**config.mk**
```make
export PLATFORM = sky130hd
export DESIGN_NAME = lbr_divider
export DESIGN_NICKNAME = d
export VERILOG_FILES = /design/src/design/lbr_pkg.sv /design/src/design/lbr_divider.sv
export SDC_FILE = /design/constraint.sdc
export NUM_CORES = 1
export LEC_CHECK = 0
export BUFFER_PORTS_ARGS = -buffer_cell sky130_fd_sc_hd__buf_2
export CAP_MARGIN = 20
export CORE_UTILIZATION = 55
export CTS_BUF_LIST = sky130_fd_sc_hd__clkbuf_8
export DETAILED_ROUTE_END_ITERATION = 10
export GPL_TIMING_DRIVEN = 1
export PLACE_DENSITY = 0.85
export SLEW_MARGIN = 0
export SYNTH_ARGS = -nofsm -noshare
export SYNTH_HDL_FRONTEND = slang
export SYNTH_SLANG_ARGS = --single-unit
```
**constraint.sdc**
```tcl
create_clock -name clock -period 5.6 [get_ports clock]
set_input_delay 0.84 -clock clock [delete_from_list [all_inputs] [get_ports clock]]
set_output_delay 0.84 -clock clock [all_outputs]
set_load 0.005 [all_outputs]
```
**src/design/lbr_pkg.sv**
```systemverilog
// Shared types and constants for the 2-D lattice basis reduction block.
// Used by lbr_divider and lattice_basis_reduction_2d; depends on nothing.
package lbr_pkg;

   // Result status codes.
   localparam logic [1:0] STATUS_REDUCED    = 2'd0;
   localparam logic [1:0] STATUS_DEGENERATE = 2'd1;
   localparam logic [1:0] STATUS_LIMIT      = 2'd2;

   localparam int OUT_COORD_W = 32;
   localparam int ROUNDS_W    = 8;
   localparam logic [ROUNDS_W-1:0] ROUND_LIMIT_RESET = 8'd64;

   // Divider handshake status toward the sequencer.
   typedef struct packed {
      logic busy;
      logic done;
   } lbr_div_stat_type;

endpackage

```
**src/design/lbr_divider.sv**
```systemverilog
// Bit-serial restoring unsigned divider, one quotient bit per cycle.
// Depends on lbr_pkg for its status struct.
module lbr_divider import lbr_pkg::*; #(
   parameter int DW = 68
) (
   input  logic              clock,
   input  logic              reset,
   input  logic              start,
   input  logic [DW-1:0]     num,
   input  logic [DW-1:0]     den,
   output logic [DW-1:0]     quo,
   output lbr_div_stat_type  stat
);
   localparam int CW = $clog2(DW + 1);

   logic [DW:0]   rem_ff, rem_in;
   logic [DW-1:0] quo_ff, quo_in;
   logic [DW-1:0] den_ff, den_in;
   logic [CW-1:0] cnt_ff, cnt_in;
   logic          busy_ff, busy_in;
   logic          done_ff, done_in;
   logic [DW:0]   rem_sh;
   logic          fits;

   assign rem_sh = {rem_ff[DW-1:0], quo_ff[DW-1]};
   assign fits   = rem_sh >= {1'b0, den_ff};

   always_comb begin
      rem_in  = rem_ff;
      quo_in  = quo_ff;
      den_in  = den_ff;
      cnt_in  = cnt_ff;
      busy_in = busy_ff;
      done_in = 1'b0;
      if (start) begin
         rem_in  = '0;
         quo_in  = num;
         den_in  = den;
         cnt_in  = CW'(DW);
         busy_in = 1'b1;
      end else if (busy_ff) begin
         rem_in = fits ? rem_sh - {1'b0, den_ff} : rem_sh;
         quo_in = {quo_ff[DW-2:0], fits};
         cnt_in = cnt_ff - 1'b1;
         if (cnt_ff == CW'(1)) begin
            busy_in = 1'b0;
            done_in = 1'b1;
         end
      end
   end

   always_ff @(posedge clock) begin
      if (reset) begin
         busy_ff <= 1'b0;
         done_ff <= 1'b0;
         cnt_ff  <= '0;
      end else begin
         busy_ff <= busy_in;
         done_ff <= done_in;
         cnt_ff  <= cnt_in;
      end
      rem_ff <= rem_in;
      quo_ff <= quo_in;
      den_ff <= den_in;
   end

   assign quo       = quo_ff;
   assign stat.busy = busy_ff;
   assign stat.done = done_ff;

endmodule

```
Word level (Yosys, flattened, before mapping)

Index checks and enable logic that the tools add are counted.

Register bits after elaboration: 213
Output and inout bits: 70
Logic and storage cells: 24

$add $sub $neg: 2
Order comparisons: 1
Equal/unequal tests: 1
Mux-type cells: 9
Bitwise gates (word level): 1
Reductions and logical operators: 3

Operators by type and width:

| operator            | number |
|---|---|
| $mux 68             | 3 |
| $ge 69x68->1        | 1 |
| $sub 68x68->68      | 1 |
| $mux 7              | 2 |
| $eq 7x1->1 const B  | 1 |
| $sub 7x1->7 const B | 1 |
| $mux 1              | 4 |
| $reduce_or 3->1     | 1 |
| $reduce_bool 2->1   | 1 |
| $reduce_or 2->1     | 1 |
| $not 1->1           | 1 |

Longest topological paths before layout

Gate-level depths: netlist of run 1.

Depth in word-level cells: 4
Depth in mapped cells: 15
Mapped depth without buffers: 13

Worst setup path after synthesis of run 1

No wires, ideal clock.

Path type: input -> register
Start point: input port start
End point: register quo_ff[0] (netlist: quo[0]), enable pin
Library setup time: 0.422 ns
Data arrival time: 2.922 ns
Required time: 5.178 ns
Setup slack: 2.256 ns
Stages: 4
Buffers on the path: 2
Cells stage by stage: clkbuf_1 -> clkbuf_1 -> nor2_1 -> inv_1

Cells in the longest elaborated chain, start to end: 1

RTL lines:

| item                               | line              | RTL |
|---|---|---|
| start, declared                    | lbr_divider.sv:8  | `input logic start,` |
| $reduce_bool 2->1 (no source line) | --                |  |
| end signal, assigned               | lbr_divider.sv:63 | `quo_ff <= quo_in;` |
| end, declared                      | lbr_divider.sv:17 | `logic [DW-1:0] quo_ff, quo_in;` |

Every way passes these cells.
A chain may end at the register's enable or synchronous reset.

Worst setup path after layout of run 1

Start point: register den_ff[14]
End point: register rem_ff[43]

Cells in the longest elaborated chain, start to end: 2
Elaborated cells on any way between the ends: 3
Those cells by class: 1 x add/sub; 1 x order compare; 1 x mux

RTL lines:

| item                                           | line                                 | RTL |
|---|---|---|
| start, declared                                | lbr_divider.sv:18                    | `logic [DW-1:0] den_ff, den_in;` |
| start signal, assigned                         | lbr_divider.sv:64                    | `den_ff <= den_in;` |
| $sub 68x68->68 or $ge 69x68->1 (tied branches) | lbr_divider.sv:42, lbr_divider.sv:26 |  |
| $mux 68 *                                      | lbr_divider.sv:42                    | `rem_in = fits ? rem_sh - {1'b0, den_ff} : rem_sh;` |
| end signal, assigned                           | lbr_divider.sv:62                    | `rem_ff <= rem_in;` |
| end, declared                                  | lbr_divider.sv:16                    | `logic [DW:0] rem_ff, rem_in;` |

Every way passes the cells marked *; elsewhere a longest branch is shown, timed or not.

==> results of run 1 <==
state kept, by name, summed over array words and instances, names as in the netlist:
signal,cells
busy_ff,1
cnt_ff,7
den_ff,68
done_ff,1
quo,68
rem_ff,68
worst max path at each step:
stage | endpoint | startpoint | slack (ps) | depth (start not counted)
floorplan | quo[0]$_DFFE_PP_ | start | 2260 | 4
global placement | rem_ff[51]$_SDFFE_PP0P_ | den_ff[1]$_DFFE_PP_ | 1730 | 13
detailed placement | rem_ff[43]$_SDFFE_PP0P_ | den_ff[1]$_DFFE_PP_ | 1490 | 13
CTS | rem_ff[43]$_SDFFE_PP0P_ | den_ff[1]$_DFFE_PP_ | 1500 | 13
global route | rem_ff[51]$_SDFFE_PP0P_ | den_ff[1]$_DFFE_PP_ | 1200 | 13
finish | rem_ff[43]$_SDFFE_PP0P_ | den_ff[14]$_DFFE_PP_ | 1460 | 12
per-stage QoR:
| step | hold WS (ps) | instances | utilization | total power [W] |
|---|---|---|---|---|
| detailed placement | 481.4 | 1726 | 0.6219 | 0.002985 |
| CTS | 443.3 | 1794 | 0.6558 | 0.004438 |
| global route | 449.5 | 1795 | 0.6559 | 0.004627 |
| global placement | 474.1 | 1726 | 0.6219 | 0.002949 |
| finish | 465.3 | 1795 | 0.6559 | 0.004421 |
| floorplan | 450.3 | 1302 | - | 0.002670 |
power by group through the flow:
stage	Combinational [W]	Clock (W)	Sequential [W]
4_1_cts	0.00105	0.00148	0.00191
5_1_grt	0.00117	0.00153	0.00193
2_1_floorplan	0.000746	0	0.00192
3_5_place_dp	0.00104	0	0.00194
3_3_place_gp	0.00101	0	0.00194
6_report	0.00106	0.00144	0.00191
cell families (layout without fill, tap and decap cells):
group                    after synthesis  after routing  synth area share
multiplexers                          80             80           0.07062
XOR/XNOR                              69             69           0.04804
flip-flops                           213            213            0.4472
AND/OR/NAND/NOR                      379            379            0.1341
buffers and inverters                163            375           0.05083
adder cells (fa/ha/maj)               71             71           0.07122
other                                  0              1                 0
AO/OA/AOI/OAI                        327            327            0.1780
final cells by class:
cell class,count,area share
Sequential cell,213,0.3884
Inverter,92,0.02383
Tap cell,280,0.02418
Clock inverter,27,0.01269
Antenna cell,1,0.0001727
Clock buffer,41,0.03894
Timing Repair Buffer,215,0.07589
Multi-Input combinational cell,926,0.4358
worst reg2reg max path, delay by kind of cell (launching register included):
kind	cells	cell delay [ps]
AOI/OAI and AO/OA	8	2780
buffers and inverters	2	490
DFF	1	330
adders and majority gates	1	330
and+or+nand+nor	1	120
metal layers:
layer / GRT usage / vias to the layer above
li1: - / 5142
met1: 0.3204 / 5034
met2: 0.4673 / 437
met3: 0.05869 / 91
met4: 0.1178 / 2
met5: 0 / -
Yosys cell counts, drive strengths merged (5+ instances only):
library cell	count	area [µm²]
o21a	8	60.06
buf	16	87.58
and4	6	52.55
nand2b	7	43.79
edfxtp	136	4084
a31oi	15	93.84
and3	10	62.56
nand2	163	611.8
a211oi	11	82.58
a21boi	5	37.54
mux2	70	788.3
mux2i	10	100.1
ha	70	875.8
o211ai	5	37.54
o21ai	52	260.3
o221ai	5	43.79
nor4	6	37.54
o21bai	19	142.6
nand4	27	168.9
or2	5	31.28
clkbuf	55	206.5
a32oi	5	43.79
dfxtp	77	1541
xnor2	43	376.6
a21o	30	225.2
nor2	112	420.4
nor3	13	65.06
xor2	26	227.7
nand3	12	60.06
a21oi	84	420.4
a311oi	53	464.2
inv	92	345.3
==> results.txt, run 1 <==
The element type at the critical path start is a register. The synthesized netlist cell count is 1302. The overall track demand over capacity in global routing is 0.2693. Fill cells in the final layout number 1745. For the pin with the worst max-slew slack, the measured transition is 997.5 ps. The hold-critical path depth came out at 1. The CTS H-tree depth came out at 2. The Yosys step of the flow raised 0 warnings. Before antenna repair, the detailed router went through 6 iterations. The worst-case setup margin in the final layout came out at 1465 ps. The count of nets after finishing came out at 1695. The share of async-settable or async-resettable flops after synthesis is 0.

The clock transition at the registers of the reported paths is 60 ps. For this design the static power due to leakage is 6.174 nW. Of the total power, combinational logic draws 0.240. The detailed-placement wirelength estimate is 23070 µm. On the critical path, the stage with the largest delay is an instance of sky130_fd_sc_hd__o31a_2. The signed area change from the synthesized netlist to the final layout is 15.20%. The number of antenna violations at the first check in global routing is 3. The effective utilization at floorplan is 0.5694. The detail-routed net length per standard cell came out at 17.74 µm. The most used flip-flop cell after synthesis is sky130_fd_sc_hd__edfxtp_1. The final critical path time including I/O delays and setup came out at 4135 ps. The arrival time at the worst endpoint came out at 4580 ps. The total met3 wirelength after detailed routing came out at 2293 µm. The per-cell via count in the routed design came out at 5.964. Max-cap violations in this run came to 0. Of all nets on the critical path, the largest fanout is 32. The remaining global-route overflow came out at 0. The biggest cell delay along the critical path is 570 ps. The worst slew margin relative to its limit came out at 0.3350. In this run the critical register-to-register path is captured at rem_ff[43]$_SDFFE_PP0P_. The placed standard-cell area came out at 13740 µm². When the netlist entered floorplanning its net count stood at 1512. The internal power summed over all cells came out at 0.003036 W.

In this run the power density over the cells is 305.1 nW/µm². The floorplan step defined a die boundary enclosing 23480 µm². The final clock period utilization by the worst path came out at 0.7384.

The number of buffers inserted to repair setup after CTS is 0. 209 I/O pins were placed. The clock passes through at most 3 buffers. The area taken by flip-flops and latches came out at 5629 µm². The count of input and output buffers came out at 208. The via count of the first global-routing pass is 10860.

The wire length of the first global-routing pass came out at 51540 µm. Prior to clock tree synthesis, the placed netlist has a worst setup slack of 1493 ps. TritonCTS built the clock tree. The min-delay analysis places its worst path in the category input pin to register.

Counting cells, the worst reg-to-reg path comes to 12. The post-cts repair resize count came out at 0. The count of vias placed by the detailed router came out at 10710. For this block, wires on met1 add up to 12890 µm.

The final layout contains routed wiring with a total length of 31850 µm. The synthesized netlist occupies a cell area of 12580 µm². In the routed design, unresolved DRC markers number 0. In this run, the number of DRC markers left after iteration 0 of detailed routing was 827.

In this run the mean area of a mapped cell was 9.662 µm². The largest net degree at the start of global routing came out at 74. The weighted congestion reported at the end of routability-driven placement is 0.9672. The worst register-to-register path begins at den_ff[14]$_DFFE_PP_.

The share of total power dissipated in the clock network is 0.327. The clock latency of the later-clocked register in the worst-skew pair is 550 ps. The hold path startpoint is den[65]. For hold timing, the worst endpoint is den_ff[65]$_DFFE_PP_. The critical path goes through inv_1, ha_1, a21oi_1, o21ai_0, a22o_1, a211o_1, a41oi_2, o21a_1, o31a_2, buf_4, nand2_1, a311oi_1.

The total of endpoints with negative setup slack in the final report came out at 0. In the layout the commonest cells are sky130_fd_sc_hd__buf_2, sky130_fd_sc_hd__nand2_1, sky130_fd_sc_hd__edfxtp_1, sky130_fd_sc_hd__nor2_1, sky130_fd_sc_hd__inv_1. The die extent in y came out at 153.2 µm. Summing all multi-input logic gate instances after layout gives 6316 µm². The library cell used most frequently in the layout, excluding fill and tap cells, is sky130_fd_sc_hd__buf_2. After routing, the total negative slack on setup checks comes to 0 ps. The highest signal layer in the routed design is met5. The endpoint class of the critical path is a register. For this run, the top clock speed supported by timing is 241.8 MHz. The core region is 22090 µm². The path type of the worst setup path is register to register. The cell at the root of the clock tree is sky130_fd_sc_hd__clkbuf_8. The number of distinct library cell variants in the gate-level netlist after synthesis came out at 63. The worst-case IR drop observed on VDD is 0.2198 mV. The sequential share of power is 0.433. The worst path buffer plus inverter count is 2. Data on the critical path is required at its endpoint by 6050 ps. The placement row count is 54. The remaining antenna violation count is 0. The number of register bits inferred by synthesis came out at 213. In this run, post-CTS hold repair placed 0 buffers. Among cell families on the critical path, the largest total delay comes from compound AO/OA/AOI/OAI gates.

The post-route standard cell area excluding fillers is 14490 µm². Clock tree synthesis found a total of 213 sinks. Of the total power, the share spent switching nets is 0.3133. The number of hold-slack violations in the final timing report is 0.

The flow ran to the end, and the final reports show no timing, DRC or antenna violations. For this design the total switching power over the nets is 0.001385 W. Detailed routing placed a total of 15490 µm of wire on met2. Setup repair after global routing left no endpoint under its margin.

The max-slew violation total from the final report came to 0. Of the synthesized area, sequential elements account for 0.4472. The minimum setup slack among reg-to-reg paths is 1460 ps.

Of the cells placed in the final design, the portion with a size suffix greater than 1 is 0.2299. Across the routed clock network, the largest skew measured is 18.38 ps. In this run, synthesis inferred 136 flip-flops with an integrated enable. The number of clock buffers inserted by TritonCTS came out at 37.

The horizontal die dimension came out at 153.2 µm.
Note: power is estimated with default switching activity, not from simulation.
==> inputs of run 2 (changes only) <==
ABC_AREA = 1   (was not set)
PLACE_DENSITY = 0.84   (was 0.85)
clock period = 4.15 ns   (was 5.6 ns; I/O delays follow)
==> run 2 against run 1 <==
Against the previous run:
- critical path depth up 4
- sequential share of layout area fell by 6.3 points
- clock skew rose by 12 ps
- sequential power grew 30%
- die area grew 20%
- wire length up 52%
- register-to-register slack lost 280 ps
- final area rose by 19%
- first-iteration DRC count increased by 49%
- maximum frequency is 39% higher
- via count grew 41%
- highest routed layer unchanged
==> results.txt, run 2 <==
In the layout the commonest cells are sky130_fd_sc_hd__nand2_1, sky130_fd_sc_hd__inv_1, sky130_fd_sc_hd__buf_2, sky130_fd_sc_hd__nand3_1, sky130_fd_sc_hd__edfxtp_1. Counting every net in the synthesized netlist gives 2495. The die footprint came out at 28090 µm².

The detailed router's first-iteration violation count is 1234. The TritonCTS sink count is 213. STA classifies the critical path startpoint as a register.

The average instance area after synthesis is 6.602 µm². The total negative setup slack came out at 0 ps. For this block, wires on met1 add up to 20940 µm. The total met3 wirelength after detailed routing came out at 4053 µm. The max-cap check violation count is 0. Of the post-synthesis cell area, the dominant cell type holds 0.2707. The most common cell in the synthesized netlist is sky130_fd_sc_hd__nand2_1. Subtracting the final worst setup slack from the clock period gives 2966 ps. The largest net degree at the start of global routing is 72. The detailed-routed wire length on met2 is 21730 µm. The number of clock buffers inserted by TritonCTS came out at 38. The detailed-placement wirelength estimate came out at 38040 µm. Setup repair after global routing left no endpoint under its margin.

Among the stages of the critical path, the cell type that occurs most often is sky130_fd_sc_hd__nand2_1. The detail-routed net length per standard cell came out at 16.88 µm. The weighted congestion reported at the end of routability-driven placement is 1.014. In this run, distinct cell masters in the synthesized netlist total 41. The max-slew violation total from the final report was 0. The run finished with clean final reports. The cell at the root of the clock tree is sky130_fd_sc_hd__clkbuf_8.

The signed area change from the synthesized netlist to the final layout is 14.42%. The clock latency of the later-clocked register in the worst-skew pair is 570 ps. The number of buffers inserted to repair setup after CTS came out at 0. For this design, the CTS-stage hold fixing added 0 buffers.

For this design, the slowest cell found on the critical path is sky130_fd_sc_hd__ha_1. The count of TritonRoute iterations in the first routing pass is 5. After detailed routing, the number of vias per cell comes to 5.261. The number of hold-slack violations in the final timing report came out at 0. The class of the tightest hold or removal check is input pin to register. The remaining global-route overflow came out at 0. The upper clock frequency limit came out at 337.1 MHz.

The post-cts repair resize count is 0. The static leakage is 9.625 nW. Among cell families on the critical path, the largest total delay comes from simple AND/OR/NAND/NOR gates. The arrival time at the worst endpoint came out at 3390 ps. The total of endpoints with negative setup slack in the final report is 0. The CTS tree is done.

The region available for standard cell placement spans 26950 µm². The number of warnings printed during yosys synthesis came out at 0. The effective utilization at floorplan is 0.5597. Ranked by total cell area, the synthesized netlist is headed by sky130_fd_sc_hd__edfxtp_1, sky130_fd_sc_hd__nand2_1, sky130_fd_sc_hd__inv_1. The CTS H-tree depth came out at 2. The worst slew margin relative to its limit came out at 0.4434.

The most common cell after layout, fill and taps aside is sky130_fd_sc_hd__nand2_1. In this run the horizontal extent of the chip is 167.6 µm. The worst path buffer plus inverter count is 3. The count of vias placed by the detailed router is 15090. The overall track demand over capacity in global routing is 0.3423. The power per standard cell area is 306.4 nW/µm².

The commonest cells after synthesis are sky130_fd_sc_hd__nand2_1, sky130_fd_sc_hd__inv_1, sky130_fd_sc_hd__nand3_1. The die extent in y came out at 167.6 µm. The post-detailed-route DRC marker count is 0.

The clock transition at the registers of the reported paths is 70 ps. The worst voltage drop across the vdd grid came out at 0.3043 mV. The count of nets after finishing is 2707. The wire length of the first global-routing pass came out at 74730 µm.

The cell count after placement came out at 2797. The signal on the critical path passes through inv_1, ha_1, nand2_1, nor2_2, inv_2, nor2_1, nand2_1, nor2_1, nand2_1, nand3_2, nand2_4, nand2_4, buf_4, nand2_1, nand3_1, o21ai_0. The final antenna diode count is 0. The largest clock skew in the final design came out at 29.91 ps.

The synthesized netlist cell count came out at 2285. After synthesis, the share of flip-flops with an asynchronous set or reset is 0. Along the worst path, the maximum fanout reaches 27. The biggest cell delay along the critical path is 380 ps. The dominant register cell in the synthesized netlist is sky130_fd_sc_hd__edfxtp_1.

The non-filler instance count after layout came out at 2868. The highest signal layer in the routed design is met5. The mapped netlist covers 15080 µm².

Across all register-to-register paths, the minimum setup slack is 1180 ps. Buffers placed on the I/O ports in this run total 208. The slew at the pin closest to its max-slew limit is 833.9 ps. The final clock period utilization by the worst path is 0.7147. The sequential-to-total area share from yosys stat came out at 0.3729. The placement row count came out at 60. The count of boundary I/O pins is 209. No sink is reached through more buffers than the 3 on the longest clock path.

In the final layout, the share of cells above drive strength 1 is 0.1334. The worst setup path is captured at a register. The number of register bits inferred by synthesis came out at 213. The remaining antenna violation count came out at 0. Of all cell types, the one taking the most synthesized area is sky130_fd_sc_hd__edfxtp_1. The routed design has 48420 µm of wire. The via count of the first global-routing pass is 14350.

The layout has 2474 filler cells. The number of antenna violations at the first check in global routing is 1. The path type of the worst setup path is register to register. The synthesized design contains 136 enable-type register cells. For the worst setup path, the data required time is 4580 ps.
==> run 2: cell count changes after synthesis, moves of 25 or more <==
cell	change
sky130_fd_sc_hd__mux2_2	-70
sky130_fd_sc_hd__clkbuf_1	-25
sky130_fd_sc_hd__nand2_1	+768
sky130_fd_sc_hd__a21o_1	-29
sky130_fd_sc_hd__nand3_1	+145
sky130_fd_sc_hd__inv_1	+345
sky130_fd_sc_hd__nand3b_1	+47
sky130_fd_sc_hd__a311oi_1	-53
==> run 2: logic make-up (layout without fill, tap and decap cells) <==
| family | count (synthesis) | count (layout) | synth area share |
|---|---|---|---|
| and+or+nand+nor | 1328 | 1328 | 0.3678 |
| xor gates and xnor gates | 40 | 40 | 0.02323 |
| adders and majority gates | 71 | 71 | 0.05939 |
| buffers and inverters | 496 | 738 | 0.1296 |
| DFF | 213 | 213 | 0.3729 |
| AOI/OAI and AO/OA | 137 | 137 | 0.04711 |
==> run 2: layout make-up <==
type,instances,area (µm²),area share
Multi-Input combinational cell,1576,7515,0.4354
Sequential cell,213,5625,0.3259
Inverter,445,1672,0.09685
Timing Repair Buffer,223,1219,0.07061
Clock buffer,39,536.8,0.03110
Tap cell,341,426.7,0.02472
Clock inverter,31,266.5,0.01544
==> run 2: per-stage QoR <==
step	hold WS (ps)	util	instance area (µm²)	worst slack (ps)	power, W
2_1_floorplan	431.6	-	15080	495.4	0.002885
3_3_place_gp	453.6	0.6099	16440	1356	0.003171
3_5_place_dp	455.2	0.6099	16440	1269	0.003189
4_1_cts	206.6	0.6397	17240	1241	0.005310
5_1_grt	218.1	0.6404	17260	984.6	0.005467
6_report	224.7	0.6404	17260	1184	0.005289
==> run 2: worst paths after layout <==
kind / from / end / cells past startpoint
worst max-delay path: den_ff[25]$_DFFE_PP_ / rem_ff[31]$_SDFFE_PP0P_ / 16
worst min register to register: rem_ff[59]$_SDFFE_PP0P_ / rem_ff[59]$_SDFFE_PP0P_ / 2
worst min-delay path: den[34] / den_ff[34]$_DFFE_PP_ / 1
worst max register to register: den_ff[25]$_DFFE_PP_ / rem_ff[31]$_SDFFE_PP0P_ / 16
==> run 2: report_power, final <==
part	total, W	leakage, nW	internal (W)	switching [W]
logic	0.000684	7.19	0.000247	0.000437
registers	0.00248	1.99	0.00241	0.0000661
clock network	0.00213	0.444	0.00115	0.000980
total	0.00529	9.62	0.00381	0.00148
==> run 2: routing by layer <==
metal	vias to the layer above	track usage
li1	7431	-
met1	6907	0.4583
met2	668	0.5574
met3	81	0.05578
met4	2	0.1252
met5	-	0
==> inputs of run 3 (changes only) <==
PLACE_DENSITY = 0.87   (was 0.84)
clock period = 2.7 ns   (was 4.15 ns; I/O delays follow)
==> run 3 against run 2 <==
Against the previous run:
- sequential share of layout area is 1.3 points lower
- clock power is 49% higher
- first-iteration DRC count is 13% higher
- register-to-register slack worse by 1100 ps
- via count is 2.3% higher
- largest power group unchanged
==> results.txt, run 3 (synthesized netlist as in run 2, its figures left out) <==
The flow ran to the end, and the final reports show no timing, DRC or antenna violations. The detailed-routed wire length on met2 is 22310 µm. The worst slew margin relative to its limit is 0.6187.

The final clock period utilization by the worst path is 0.9548. Prior to clock tree synthesis, the placed netlist has a worst setup slack of 57.33 ps. The required time of the worst setup path is 3140 ps.

The final antenna diode count came out at 0. After detailed routing, the number of remaining DRC violations is 0. The number of antenna violations at the first check in global routing came out at 0.

The effective utilization at floorplan came out at 0.5597. The internal power summed over all cells came out at 0.005847 W. The detailed router's first-iteration violation count is 1400. The share of total power dissipated in sequential elements is 0.469.

The cell at the root of the clock tree is sky130_fd_sc_hd__clkbuf_8. The remaining antenna violation count came out at 0. The critical path runs through a total of 15 cells. The remaining global-route overflow is 0. The detail-routed net length per standard cell came out at 16.87 µm. The class of the tightest hold or removal check is input pin to register. The count of vias placed by the detailed router came out at 15430. The first global-routing pass estimated 75870 µm of wire.

The wire length after detailed routing is 49190 µm. The final critical path time including I/O delays and setup is 2578 ps. The via count of the first global-routing pass came out at 14810. In the layout the commonest cells are sky130_fd_sc_hd__nand2_1, sky130_fd_sc_hd__inv_1, sky130_fd_sc_hd__buf_2, sky130_fd_sc_hd__nand3_1, sky130_fd_sc_hd__edfxtp_1. The number of hold-slack violations in the final timing report came to 0. The clock share of power came out at 0.392. The max-cap check violation count is 0. The count of TritonRoute iterations in the first routing pass is 7. Counting both buffers and inverters, the worst setup path holds a total of 1. The slew at the pin closest to its max-slew limit is 566.0 ps. The largest net degree at the start of global routing is 93. On the critical path, the stage with the largest delay is an instance of sky130_fd_sc_hd__ha_1. The count of boundary I/O pins came out at 209.

The highest layer touched by signal routing is met4. The weighted congestion reported at the end of routability-driven placement is 1.019. In this run the register-to-register setup slack is 120 ps. The die extent in y came out at 167.6 µm. In this run the worst path has a maximum fanout of 4.

For this run, the total global-route usage over all layers was measured as 0.3454. The CTS H-tree depth is 2. The power per standard cell area came out at 452.5 nW/µm². The largest clock skew in the final design is 21.91 ps. The biggest cell delay along the critical path is 340 ps.

The core area is 26950 µm². Data arrives at the worst endpoint at 3020 ps. The worst register-to-register path begins at den_ff[22]$_DFFE_PP_.

The library cell used most frequently in the layout, excluding fill and tap cells, is sky130_fd_sc_hd__nand2_1. The placement row count is 60. The combinational fraction of design power is 0.139.

The endpoint of the worst register-to-register path is rem_ff[55]$_SDFFE_PP0P_. The detailed-placement wirelength estimate is 37650 µm. The critical path starts at den_ff[22]$_DFFE_PP_. Relative to the synthesized area, the layout overhead comes to 19.06%. The endpoint class of the critical path is a register. The per-cell via count in the routed design is 5.292. The worst voltage drop across the vdd grid is 0.5100 mV. The TritonCTS sink count came out at 213. The clock latency of the later-clocked register in the worst-skew pair is 570 ps.

The die footprint came out at 28090 µm². The CTS tree is done. The total met3 wirelength after detailed routing is 4287 µm. The detailed router put a total of 20510 µm of wire on met1. Traced cell by cell, the critical path runs through inv_1, ha_1, nand2_1, nor2_1, nand2_1, nor2_1, nand2_1, nand3_1, nand2_1, nand3b_1, nand2_1, nand2_1, nand2_2, nand3_1, nand2_1.

The number of clock buffers inserted by TritonCTS came out at 38. The cell seen most often among critical-path stages is sky130_fd_sc_hd__nand2_1. In the final layout, the share of cells above drive strength 1 is 0.1499. The total of endpoints with negative setup slack in the final report came out at 0.

Adding up every negative setup slack in the final design gives 0 ps. Summed over all nets, the switching power comes to 0.002280 W. The maximum buffer depth of the clock tree is 3.

In this run the tool buffered the top-level ports with 208 buffer cells. The worst setup path is launched from a register. The max-slew violation total from the final report came out at 0. The kind of cell with the highest combined delay along the critical path is simple AND/OR/NAND/NOR gates.

The switching share of total power is 0.2806. The clock transition at the registers of the reported paths is 70 ps. The horizontal die dimension is 167.6 µm. The critical path in this run is classified as register to register. The static leakage came out at 9.886 nW.

The most critical setup path has its endpoint at rem_ff[55]$_SDFFE_PP0P_. The worst-case setup margin in the final layout came out at 122.1 ps. The filler cell count in the final layout came out at 2359.

For this run, the post-layout net count is 2756. The upper clock frequency limit is 387.9 MHz. The number of cells on the worst reg-to-reg path came out at 15.
## run 3: cell count changes in the layout (fill, tap and decap cells not counted), moves of 2 or more
cell	delta
sky130_fd_sc_hd__bufinv_16	-2
sky130_fd_sc_hd__ha_2	+5
sky130_fd_sc_hd__nand2_2	+2
sky130_fd_sc_hd__buf_12	+9
sky130_fd_sc_hd__clkinv_2	-7
sky130_fd_sc_hd__inv_1	+3
sky130_fd_sc_hd__ha_4	+7
sky130_fd_sc_hd__dlygate4sd3_1	+22
sky130_fd_sc_hd__nor2_2	+8
sky130_fd_sc_hd__buf_4	+17
sky130_fd_sc_hd__clkbuf_8	+5
sky130_fd_sc_hd__nand2_1	-2
sky130_fd_sc_hd__ha_1	-12
sky130_fd_sc_hd__nor2_1	-9
## run 3: power groups by stage
stage          combinational [W]  clock, W  sequential, W
4_1_cts                  0.00109   0.00323        0.00381
2_1_floorplan           0.000573         0        0.00386
6_report                 0.00113   0.00318        0.00381
3_5_place_dp             0.00106         0        0.00387
3_3_place_gp             0.00103         0        0.00386
5_1_grt                  0.00123   0.00335        0.00383
## run 3: worst min-delay path by stage
| stage | start | end | cells past startpoint |
|---|---|---|---|
| floorplan | cnt_ff[6]$_SDFFE_PP0P_ | done_ff$_SDFF_PP0_ | 1 |
| global placement | rem_ff[63]$_SDFFE_PP0P_ | rem_ff[63]$_SDFFE_PP0P_ | 2 |
| detailed placement | rem_ff[61]$_SDFFE_PP0P_ | rem_ff[61]$_SDFFE_PP0P_ | 2 |
| CTS | den[35] | den_ff[35]$_DFFE_PP_ | 1 |
| global route | den[18] | den_ff[18]$_DFFE_PP_ | 1 |
| finish | den[62] | den_ff[62]$_DFFE_PP_ | 1 |
## run 3: stage by stage
stage          power [W]  std cells  hold WS [ps]  instance area (µm²)    util
5_1_grt         0.008410       2916         8.624                17960  0.6664
3_5_place_dp    0.004924       2823         460.4                16730  0.6208
4_1_cts         0.008128       2914        0.2406                17750  0.6586
3_3_place_gp    0.004896       2823         455.4                16730  0.6208
2_1_floorplan   0.004431       2285         431.6                15090       -
6_report        0.008127       2916         22.10                17960  0.6664
## run 3: area by class of cell
cell class                      instances  area, µm²  area share
Multi-Input combinational cell       1576       7667      0.4269
Sequential cell                       213       5625      0.3132
Timing Repair Buffer                  272       1772     0.09865
Inverter                              445       1672     0.09308
Clock buffer                           44      605.6     0.03372
Tap cell                              341      426.7     0.02376
Clock inverter                         25      191.4     0.01066
## run 3: what timing repair did
item,4_1_cts,5_1_grt
gates resized for setup,0,36
endpoints found under the setup margin,0,68
hold buffers,22,0
hold endpoints to repair,22,0
buffers inserted,0,1
## run 3: layer usage
| metal | vias to the layer above | GRT usage |
|---|---|---|
| met4 | 0 | 0.1504 |
| met2 | 786 | 0.5703 |
| met1 | 6990 | 0.4535 |
| met5 | - | 0 |
| li1 | 7530 | - |
| met3 | 125 | 0.04585 |
